`config.mk`:
```
export PLATFORM = sky130hd
export DESIGN_NAME = orl_ctrl
export DESIGN_NICKNAME = d
export VERILOG_FILES = /design/src/design/orl_pkg.sv /design/src/design/orl_ctrl.sv
export SDC_FILE = /design/constraint.sdc
export NUM_CORES = 1
export LEC_CHECK = 0
export BUFFER_PORTS_ARGS = -buffer_cell sky130_fd_sc_hd__buf_2
export CAP_MARGIN = 25
export CORE_AREA = 2 2 40 42
export DETAILED_ROUTE_END_ITERATION = 7
export DIE_AREA = 0 0 42 44
export PLACE_DENSITY = 0.75
export SYNTH_ARGS = -nofsm -noshare
export SYNTH_HDL_FRONTEND = slang
export SYNTH_SLANG_ARGS = --single-unit
```
`constraint.sdc`:
```
create_clock -name i_clk -period 1.53 [get_ports i_clk]
set_input_delay 0.0765 -clock i_clk [delete_from_list [all_inputs] [get_ports i_clk]]
set_output_delay 0.0765 -clock i_clk [all_outputs]
set_load 0.1 [all_outputs]
```
`src/design/orl_pkg.sv`:
```
// Shared types, constants and codes for the ordered record list.
package orl_pkg;

    // Default storage shape
    localparam int ORL_CAPACITY  = 64;
    localparam int ORL_ID_BITS   = 32;
    localparam int ORL_NAME_BITS = 64;
    localparam int ORL_DATA_BITS = 32;

    // Fixed port field widths
    localparam int REQ_W  = 3;
    localparam int POS_W  = 7;
    localparam int ID_W   = 32;
    localparam int NAME_W = 64;
    localparam int DATA_W = 32;
    localparam int STAT_W = 2;
    localparam int LEN_W  = 7;

    typedef enum logic [REQ_W-1:0] {
        OP_LOOKUP = 3'd0,
        OP_INSERT = 3'd1,
        OP_DELETE = 3'd2,
        OP_MODIFY = 3'd3,
        OP_CLEAR  = 3'd4
    } t_orl_op;

    typedef enum logic [STAT_W-1:0] {
        ST_OK        = 2'd0,
        ST_NOT_FOUND = 2'd1,
        ST_BAD_POS   = 2'd2,
        ST_FULL      = 2'd3
    } t_orl_status;

    typedef enum logic [2:0] {
        S_IDLE,
        S_DECODE,
        S_SCAN,
        S_SHIFT_DN,
        S_SHIFT_UP,
        S_WRITE,
        S_DONE
    } t_orl_state;

    typedef struct packed {
        logic [REQ_W-1:0]  req_type;
        logic [POS_W-1:0]  position;
        logic [ID_W-1:0]   id_key;
        logic [NAME_W-1:0] name_key;
        logic [ID_W-1:0]   new_id;
        logic [DATA_W-1:0] entry_data;
    } t_orl_in;

    typedef struct packed {
        logic [STAT_W-1:0] status;
        logic [ID_W-1:0]   found_id;
        logic [NAME_W-1:0] found_name;
        logic [DATA_W-1:0] found_data;
        logic [LEN_W-1:0]  list_length;
        logic              list_empty;
    } t_orl_out;

    // Controller to datapath
    typedef struct packed {
        logic        load;
        logic        scan_start;
        logic        scan_step;
        logic        take_hit;
        logic        shift_dn;
        logic        up_start;
        logic        shift_up;
        logic        wr_new;
        logic        cnt_inc;
        logic        cnt_dec;
        logic        cnt_clr;
        logic        set_status;
        t_orl_status status;
        logic        res_load;
    } t_orl_cmd;

    // Datapath to controller
    typedef struct packed {
        logic [REQ_W-1:0] op;
        logic             cnt_zero;
        logic             pos_bad;
        logic             full;
        logic             slot_at_end;
        logic             hit;
        logic             scan_end;
        logic             rd_last;
        logic             up_last;
        logic             out_free;
    } t_orl_stat;

endpackage

```
`src/design/orl_ctrl.sv`:
```
// Request sequencer: decodes a request and steps the datapath through scan, shift and write.
module orl_ctrl
    import orl_pkg::*;
(
    input  logic      i_clk,
    input  logic      i_rst_n,
    input  logic      i_in_valid,
    output logic      o_in_stall,
    input  t_orl_stat i_stat,
    output t_orl_cmd  o_cmd
);

    t_orl_state r_state;
    t_orl_state n_state;

    always_ff @(posedge i_clk) begin
        if (!i_rst_n) begin
            r_state <= S_IDLE;
        end else begin
            r_state <= n_state;
        end
    end

    // Next state
    always_comb begin
        n_state = r_state;
        case (r_state)
            S_IDLE: begin
                if (i_in_valid) begin
                    n_state = S_DECODE;
                end
            end
            S_DECODE: begin
                case (i_stat.op)
                    OP_LOOKUP, OP_DELETE, OP_MODIFY: begin
                        n_state = i_stat.cnt_zero ? S_DONE : S_SCAN;
                    end
                    OP_INSERT: begin
                        if (i_stat.pos_bad || i_stat.full) begin
                            n_state = S_DONE;
                        end else if (i_stat.slot_at_end) begin
                            n_state = S_WRITE;
                        end else begin
                            n_state = S_SHIFT_UP;
                        end
                    end
                    default: n_state = S_DONE;
                endcase
            end
            S_SCAN: begin
                if (i_stat.hit) begin
                    case (i_stat.op)
                        OP_MODIFY: n_state = S_WRITE;
                        OP_DELETE: n_state = i_stat.rd_last ? S_DONE : S_SHIFT_DN;
                        default:   n_state = S_DONE;
                    endcase
                end else if (i_stat.scan_end) begin
                    n_state = S_DONE;
                end
            end
            S_SHIFT_DN: begin
                if (i_stat.rd_last) begin
                    n_state = S_DONE;
                end
            end
            S_SHIFT_UP: begin
                if (i_stat.up_last) begin
                    n_state = S_WRITE;
                end
            end
            S_WRITE: n_state = S_DONE;
            S_DONE: begin
                if (i_stat.out_free) begin
                    n_state = S_IDLE;
                end
            end
            default: n_state = S_IDLE;
        endcase
    end

    // Commands
    always_comb begin
        o_cmd        = '0;
        o_cmd.status = ST_OK;
        o_in_stall   = (r_state != S_IDLE);
        case (r_state)
            S_IDLE: begin
                o_cmd.load = i_in_valid;
            end
            S_DECODE: begin
                case (i_stat.op)
                    OP_LOOKUP, OP_DELETE, OP_MODIFY: begin
                        if (i_stat.cnt_zero) begin
                            o_cmd.set_status = 1'b1;
                            o_cmd.status     = ST_NOT_FOUND;
                        end else begin
                            o_cmd.scan_start = 1'b1;
                        end
                    end
                    OP_INSERT: begin
                        if (i_stat.pos_bad) begin
                            o_cmd.set_status = 1'b1;
                            o_cmd.status     = ST_BAD_POS;
                        end else if (i_stat.full) begin
                            o_cmd.set_status = 1'b1;
                            o_cmd.status     = ST_FULL;
                        end else if (!i_stat.slot_at_end) begin
                            o_cmd.up_start = 1'b1;
                        end
                    end
                    OP_CLEAR: begin
                        o_cmd.cnt_clr    = 1'b1;
                        o_cmd.set_status = 1'b1;
                        o_cmd.status     = ST_OK;
                    end
                    default: begin
                        o_cmd.set_status = 1'b1;
                        o_cmd.status     = ST_NOT_FOUND;
                    end
                endcase
            end
            S_SCAN: begin
                o_cmd.scan_step = 1'b1;
                if (i_stat.hit) begin
                    o_cmd.take_hit   = 1'b1;
                    o_cmd.set_status = 1'b1;
                    o_cmd.status     = ST_OK;
                    // delete of the last record needs no shift
                    if (i_stat.op == OP_DELETE && i_stat.rd_last) begin
                        o_cmd.cnt_dec = 1'b1;
                    end
                end else if (i_stat.scan_end) begin
                    o_cmd.set_status = 1'b1;
                    o_cmd.status     = ST_NOT_FOUND;
                end
            end
            S_SHIFT_DN: begin
                o_cmd.shift_dn = 1'b1;
                o_cmd.cnt_dec  = i_stat.rd_last;
            end
            S_SHIFT_UP: begin
                o_cmd.shift_up = 1'b1;
            end
            S_WRITE: begin
                o_cmd.wr_new     = 1'b1;
                o_cmd.cnt_inc    = (i_stat.op == OP_INSERT);
                o_cmd.set_status = 1'b1;
                o_cmd.status     = ST_OK;
            end
            S_DONE: begin
                o_cmd.res_load = i_stat.out_free;
            end
            default: ;
        endcase
    end

endmodule

```
==> flow_summary.yaml, run 1 <==
die:
  die_area_sq_um: 1850
  start_util_pct: 33.4
  die_h_um: 44
  core_sq_um: 1420
  die_w_um: 42
  num_rows: 14
  io_pins: 31
timing:
  finalCriticalPeriod_ps: 1520
  fmax_mhz: 658
  maxSlewViolCount: 0
  finClkSkew_ps: 7.15
  setup_viol: 0
  worst_pin_slew_ps: 298
  setup_ws_ps: 10.8
  hold_viol: 0
  max_slew_margin_pct: 79.9
  grt_setup_unrepaired: "true"
  setup_tns_ps: 0
  post-route-period-util_pct: 99.3
  hold_slack_ps: 145
place:
  hpwlAfterDp_mm: 1.53
  dp_cells: 128
  portBuffers: 30
  placed_area_sq_um: 1070
  gp_congestion: 0.860
  pre_cts_ws_ps: -171
global_routing:
  grt_pass1_vias: 757
  antenna_found_initial: 0
  overflow: 0
  grt_use_total_pct: 23.0
  grt_pass1_wl_mm: 3.20
  grt_max_degree: 15
clock_network:
  clock_sinks: 3
  htree_num_levels: 1
  path_clk_slew_ps: 40
  root_buffer: "clkbuf_4"
  insertion_delay_ps: 260
  cts_buffers: 3
  cts_tree: "done"
  cts.path.max_buffers: 2
logic_synthesis:
  syn_area_sq_um: 474
  ys.warnings.count: 0
  synthCells: 75
  synth_top_flop_cell: "dfxtp_1"
  synth_top_area_cell: "dfxtp_1"
  syn_avg_cell_area_sq_um: 6.32
  synth_top_area_share_pct: 12.7
  synth.most_common_cell: "nor2_1"
  ys_ff_latch: 3
  syn_nets: 90
  synth_edf_count: 0
  synthArstFlopShare_pct: 0
  seq_area_frac_synth_pct: 12.7
  yosys-top-cells-count: "nor2_1 (11), inv_1 (9), nand2_1 (5), nor3_1 (5), o21ai_0 (5)"
  ys_types: 30
  yosys-top-cells-area: "dfxtp_1 (13%), nor2_1 (8.7%), inv_1 (7.1%)"
final_layout:
  fin_area_sq_um: 1140
  fillCellCount: 73
  largest_reg_flops: 3
  final_nets: 134
  area_growth_pct: 140
  drive_gt1_share_pct: 62.7
  reg.largest.list: "r_state: 3 flops"
  final_util_pct: 80.2
  antennaDiodeCount: 0
  fin_cells: 134
  largest-register: "r_state"
setup_path:
  worstSetupEndpoint: "o_cmd[9]"
  reg2reg_slack_ps: 100
  cp_data_arrival_time_ps: 1440
  r2r-start: "r_state[1]"
  crit_path_end_kind: "output pin"
  critPathMaxFanout: 4
  crit_required_ps: 1450
  r2r_end: "r_state[1]"
  startpoint: "i_stat[11]"
  reg2reg_depth: 4
  startpoint_type: "primary input"
  worst-setup-path-type: "primary input to output pin"
hold_path:
  hold_class: "primary input to flip-flop"
  min_from: "i_rst_n"
flow_run:
  max-cap-violations: 0
power_and_ir_drop:
  p_leak_nw: 0.484
  p_per_area_nw_per_um2: 1980
  peakVddDrop_uv: 1700
  p_total_mw: 2.26
route:
  wl_mm: 1.97
  avgViaCountPerCell: 5.81
  dr.first_iter.drc_count: 31
  wl_per_cell_um: 14.7
  vias: 778
  remaining_drc_errors: 0
  ant_nets: 0
  drt_first_pass_iters: 5
outcome:
  outcome: "finished, final reports clean"
[repair_timing]
item,4_1_cts,5_1_grt
resized for setup,7,1
endpoints found under the setup margin,7,5
pin swaps,1,1
hold buffers,0,0
buffers inserted,0,2
[placed cells by master (no fill, tap or decap), types with 3 or more instances in the layout]
cell / count
buf_12: 15
buf_2: 14
buf_4: 13
inv_1: 7
nor2_1: 5
o21ai_0: 5
nor3_4: 4
nand2b_1: 3
nor2_2: 3
nor2_4: 3
nand2_2: 3
clkbuf_4: 3
[routing by layer]
metal / GRT usage (%) / up-vias / part of all wire [%]
li1: - / 368 / -
met1: 24.0 / 361 / 36
met2: 43.1 / 44 / 54
met3: 7.08 / 5 / 8.4
met4: 9.03 / 0 / 1.3
met5: 0 / - / 0
[worst min path at each step]
stage	to	slack, ps	depth (start not counted)
floorplan	r_state[0]	250	2
global placement	r_state[2]	370	3
detailed placement	r_state[0]	390	3
CTS	r_state[2]	140	3
global route	r_state[0]	160	3
finish	r_state[2]	150	3
[cell families (layout without fill, tap and decap cells)]
kind of cell / Yosys count / after routing / share of synthesized area, %
AND/OR/NAND/NOR: 36 / 36 / 41.4
buffers and inverters: 13 / 56 / 10.3
flip-flops: 3 / 3 / 12.7
AO/OA/AOI/OAI: 23 / 23 / 35.6
[power breakdown]
part	internal, mW	leakage, nW	switching (mW)	total, mW
clock	0.0990	0.0150	0.0609	0.160
sequential	0.127	0.0264	0.110	0.237
combinational	0.678	0.442	1.18	1.86
[worst max-delay path, stage by stage]
cell	delay, ps
buf_2	110
or3b_4	400
or3_4	360
buf_4	150
nor3_4	150
buf_12	200
[area by class of cell]
| class | count | area [sq um] | area share, % |
|---|---|---|---|
| multi-input cells | 59 | 499 | 43.9 |
| inverters | 9 | 43.8 | 3.85 |
| well taps | 16 | 20.0 | 1.76 |
| flip-flops and latches | 3 | 68.8 | 6.05 |
| repair buffers | 43 | 479 | 42.1 |
| clock buffers | 4 | 26.3 | 2.31 |
(Power assumes the default switching activity.)
==> inputs of run 2 (changes only) <==
Settings changed: BUFFER_PORTS_ARGS -buffer_cell sky130_fd_sc_hd__buf_2 to default, CORE_AREA 2 2 40 42 to 2 2 39 41, DIE_AREA 0 0 42 44 to 0 0 41 43, DONT_BUFFER_PORTS from default to 1, PLACE_DENSITY 0.75 to 0.57.
==> flow_summary.yaml, run 2 (same netlist as run 1, synthesis figures left out) <==
final_layout:
  area_growth_pct: 129
  antennaDiodeCount: 0
  final_nets: 118
  final_cell_mix: "buf_12 (15), buf_4 (9), inv_1 (7)"
  largest-register: "r_state"
  reg.largest.list: "r_state: 3 flops"
  fin_cells: 118
  layout_commonest_cell: "buf_12"
  largest_reg_flops: 3
  drive_gt1_share_pct: 57.8
  final_util_pct: 78.4
  fin_area_sq_um: 1080
  fillCellCount: 94
place:
  portBuffers: 0
  placed_area_sq_um: 991
  dp_cells: 112
  gp_congestion: 0.864
  hpwlAfterDp_mm: 1.36
  pre_cts_ws_ps: 19.8
global_routing:
  grt_max_degree: 15
  antenna_found_initial: 0
  grt_pass1_wl_mm: 2.99
  grt_pass1_vias: 705
  overflow: 0
  grt_use_total_pct: 24.7
route:
  wl_mm: 1.84
  ant_nets: 0
  dr.first_iter.drc_count: 11
  avgViaCountPerCell: 5.87
  wl_per_cell_um: 15.6
  drt_first_pass_iters: 4
  vias: 693
  remaining_drc_errors: 0
timing:
  fmax_mhz: 672
  post-route-period-util_pct: 97.2
  max_slew_margin_pct: 78.5
  setup_ws_ps: 42.9
  setup_viol: 0
  finalCriticalPeriod_ps: 1490
  hold_viol: 0
  maxSlewViolCount: 0
  hold_slack_ps: 74.9
  grt_setup_unrepaired: "true"
  finClkSkew_ps: 5.22
  worst_pin_slew_ps: 323
die:
  start_util_pct: 34.3
  io_pins: 31
  num_rows: 14
  die_h_um: 43
  die_w_um: 41
  die_area_sq_um: 1760
  core_sq_um: 1380
power_and_ir_drop:
  p_per_area_nw_per_um2: 2090
  p_leak_nw: 0.434
  peakVddDrop_uv: 2410
setup_path:
  worst-setup-path-type: "flip-flop to output pin"
  critPathMaxFanout: 5
  cpMaxStageDelayCell: "dfxtp_2"
  cp_data_arrival_time_ps: 1410
  crit_path_end_kind: "output pin"
  cp_common_cell: "buf_6"
  crit_chain: "buf_6, inv_8, nand3_4, buf_6, nor3_4, buf_12"
  startpoint_type: "flip-flop"
  crit_required_ps: 1450
  max_stage_delay_ps: 330
clock_network:
  path_clk_slew_ps: 40
  root_buffer: "clkbuf_4"
  insertion_delay_ps: 230
  cts_tree: "done"
  cts.path.max_buffers: 2
  clock_sinks: 3
  cts_buffers: 3
  htree_num_levels: 1
flow_run:
  max-cap-violations: 0
outcome:
  outcome: "finished, final reports clean"
hold_path:
  hold_class: "primary input to flip-flop"
## run 2: final cells by class
| class | instances | area, sq um | share of cell area [%] |
|---|---|---|---|
| multi-input combinational | 59 | 519 | 47.9 |
| clock buffer | 4 | 26.3 | 2.42 |
| inverter | 9 | 48.8 | 4.50 |
| sequential | 3 | 68.8 | 6.34 |
| timing repair buffer | 27 | 402 | 37.0 |
| tap | 16 | 20.0 | 1.85 |
## run 2: path summary, 6_finish.rpt
check                   from         end  slack [ps]  cells after the start
setup / recovery  r_state[1]    o_cmd[4]          40                      6
hold / removal       i_rst_n  r_state[2]          70                      2
setup reg to reg  r_state[2]  r_state[1]          80                      5
hold reg to reg   r_state[0]  r_state[0]         640                      2
## run 2: what timing repair did
| item | CTS | global route |
|---|---|---|
| buffers inserted | 1 | 1 |
| endpoints found under the setup margin | 7 | 4 |
| resized for setup | 6 | 6 |
| pin swaps | 3 | 2 |
| hold buffers | 0 | 0 |
## run 2: power breakdown
part	total, mW	internal, mW	switching, mW
clock	0.137	0.0976	0.0392
combinational	1.89	0.701	1.19
sequential	0.239	0.127	0.112
## run 2: worst max-delay path: cells and delay by family, from the launching register on
family                 cells  cell delay [ps]
DFF                        1              330
and+or+nand+nor            2              300
buffers and inverters      4              540
## run 2: metrics by stage
step / power [mW] / TNS (ps)
4_1_cts: 2.19 / 0
5_1_grt: 2.36 / -15.0
2_1_floorplan: 1.49 / -546
6_report: 2.27 / 0
3_5_place_dp: 1.98 / 0
3_3_place_gp: 1.96 / 0
## run 2: per-layer routing
layer | wire length, um | vias to the layer above | global-route usage, %
li1 | - | 329 | -
met3 | 121 | 6 | 2.09
met1 | 624 | 326 | 30.9
met5 | 0 | - | 0
met4 | 43 | 0 | 12.0
met2 | 1050 | 32 | 40.0
==> inputs of run 3 (changes only) <==
Settings changed: PLACE_DENSITY 0.57 to 0.55.
Clock period 1.53 ns to 1.4 ns, I/O delays scaled along.
==> flow_summary.yaml, run 3 (same netlist as run 1, synthesis figures left out) <==
timing:
  post-route-period-util_pct: 103
  worst_pin_slew_ps: 308
  grt_setup_unrepaired: "true"
  finClkSkew_ps: 1.74
  maxSlewViolCount: 0
  setup_tns_ps: -120
  setup_ws_ps: -44.3
  fmax_mhz: 692
  finalCriticalPeriod_ps: 1440
  max_slew_margin_pct: 79.2
  setup_viol: 4
  hold_viol: 0
route:
  drt_first_pass_iters: 4
  wl_per_cell_um: 15.9
  vias: 720
  avgViaCountPerCell: 5.67
  dr.first_iter.drc_count: 25
  remaining_drc_errors: 0
  wl_mm: 2.02
  ant_nets: 0
place:
  placed_area_sq_um: 1080
  hpwlAfterDp_mm: 1.48
  gp_congestion: 0.808
  pre_cts_ws_ps: -125
  portBuffers: 0
  dp_cells: 116
setup_path:
  r2r_end: "r_state[1]"
  max_stage_delay_ps: 330
  critPathMaxFanout: 4
  crit_chain: "buf_6, inv_6, nand3_4, buf_4, nor3_4, buf_12"
  startpoint_type: "flip-flop"
  cpMaxStageDelayCell: "dfxtp_2"
  crit_family: "buffers and inverters"
  crit_required_ps: 1330
  reg2reg_depth: 5
  cp_data_arrival_time_ps: 1370
  crit_path_end_kind: "output pin"
  r2r-start: "r_state[0]"
  worst-setup-path-type: "flip-flop to output pin"
  path_buf_inv: 4
  reg2reg_slack_ps: -10
hold_path:
  whs_path_depth: 2
  hold_class: "primary input to flip-flop"
  min_from: "i_rst_n"
  min_to: "r_state[0]"
clock_network:
  path_clk_slew_ps: 50
  clock_sinks: 3
  cts_buffers: 3
  cts_hold_buf: 0
  cts.path.max_buffers: 2
  root_buffer: "clkbuf_4"
  cts_tree: "done"
  htree_num_levels: 1
  insertion_delay_ps: 250
final_layout:
  drive_gt1_share_pct: 64.9
  fin_cells: 127
  largest-register: "r_state"
  fin_area_sq_um: 1220
  reg.largest.list: "r_state: 3 flops"
  fillCellCount: 68
  area_growth_pct: 156
  largest_reg_flops: 3
  final_cell_mix: "buf_12 (16), buf_4 (16), inv_1 (7)"
  antennaDiodeCount: 0
  final_util_pct: 87.9
  final_nets: 127
flow_run:
  max-cap-violations: 0
die:
  num_rows: 14
  die_w_um: 41
  start_util_pct: 34.3
  die_h_um: 43
  io_pins: 31
  core_sq_um: 1380
  die_area_sq_um: 1760
outcome:
  violations: "setup timing"
  outcome: "complete, but fails checks"
global_routing:
  grtUsageMet3_pct: 6.28
  grt_pass1_vias: 716
  gr-max-usage-layer: "met2"
  antenna_found_initial: 0
  overflow: 0
  grt_max_degree: 12
  grt_use_total_pct: 25.1
  grtUsageMet2_pct: 41.9
  met1_usage_pct: 30.5
  grt_pass1_wl_mm: 3.07
power_and_ir_drop:
  peakVddDrop_uv: 2220
  p_leak_nw: 0.494
  p_per_area_nw_per_um2: 2340
## run 3: cell types whose count changed in the layout (fill, tap and decap cells not counted), moves of 2 or more
cell	previous run	this run
nor2_4	3	6
nand2_4	0	2
buf_4	9	16
nor2_2	3	0
nand2_2	3	0
## run 3: stage by stage
| stage | power [mW] | hold slack [ps] |
|---|---|---|
| detailed placement | 2.39 | 285 |
| CTS | 2.73 | 30.6 |
| global route | 2.94 | 48.3 |
| global placement | 2.38 | 286 |
| finish | 2.85 | 41.8 |
| floorplan | 1.77 | 243 |
## run 3: worst max path at each step
stage	from	endpoint	slack [ps]	cells past startpoint
floorplan	i_stat[11]	o_cmd[9]	-280	3
global placement	i_stat[11]	r_state[0]	-60	4
detailed placement	i_stat[11]	r_state[0]	-120	4
CTS	r_state[1]	o_cmd[9]	-60	6
global route	r_state[1]	o_cmd[9]	-90	6
finish	r_state[1]	o_cmd[4]	-40	6
## run 3: metal layers
| layer | part of all wire [%] | vias up |
|---|---|---|
| li1 | - | 348 |
| met1 | 39 | 336 |
| met2 | 54 | 33 |
| met3 | 5.7 | 3 |
| met4 | 0.99 | 0 |
| met5 | 0 | - |
## run 3: cell type report
| cell class | count | area (sq um) | share of cell area, % |
|---|---|---|---|
| multi-input combinational | 59 | 569 | 46.8 |
| timing repair buffer | 36 | 485 | 39.9 |
| sequential | 3 | 68.8 | 5.66 |
| inverter | 9 | 46.3 | 3.81 |
| clock buffer | 4 | 26.3 | 2.16 |
| tap | 16 | 20.0 | 1.65 |
## run 3: power by group
| group | internal (mW) | switching, mW | total (mW) |
|---|---|---|---|
| registers | 0.138 | 0.0836 | 0.222 |
| logic | 0.988 | 1.47 | 2.45 |
| clock network | 0.108 | 0.0670 | 0.175 |
## run 3: timing repair
item / in CTS / in global routing
setup endpoints to repair: 13 / 12
setup buffers: 6 / 1
gates resized for setup: 8 / 7
pin swaps: 5 / 4
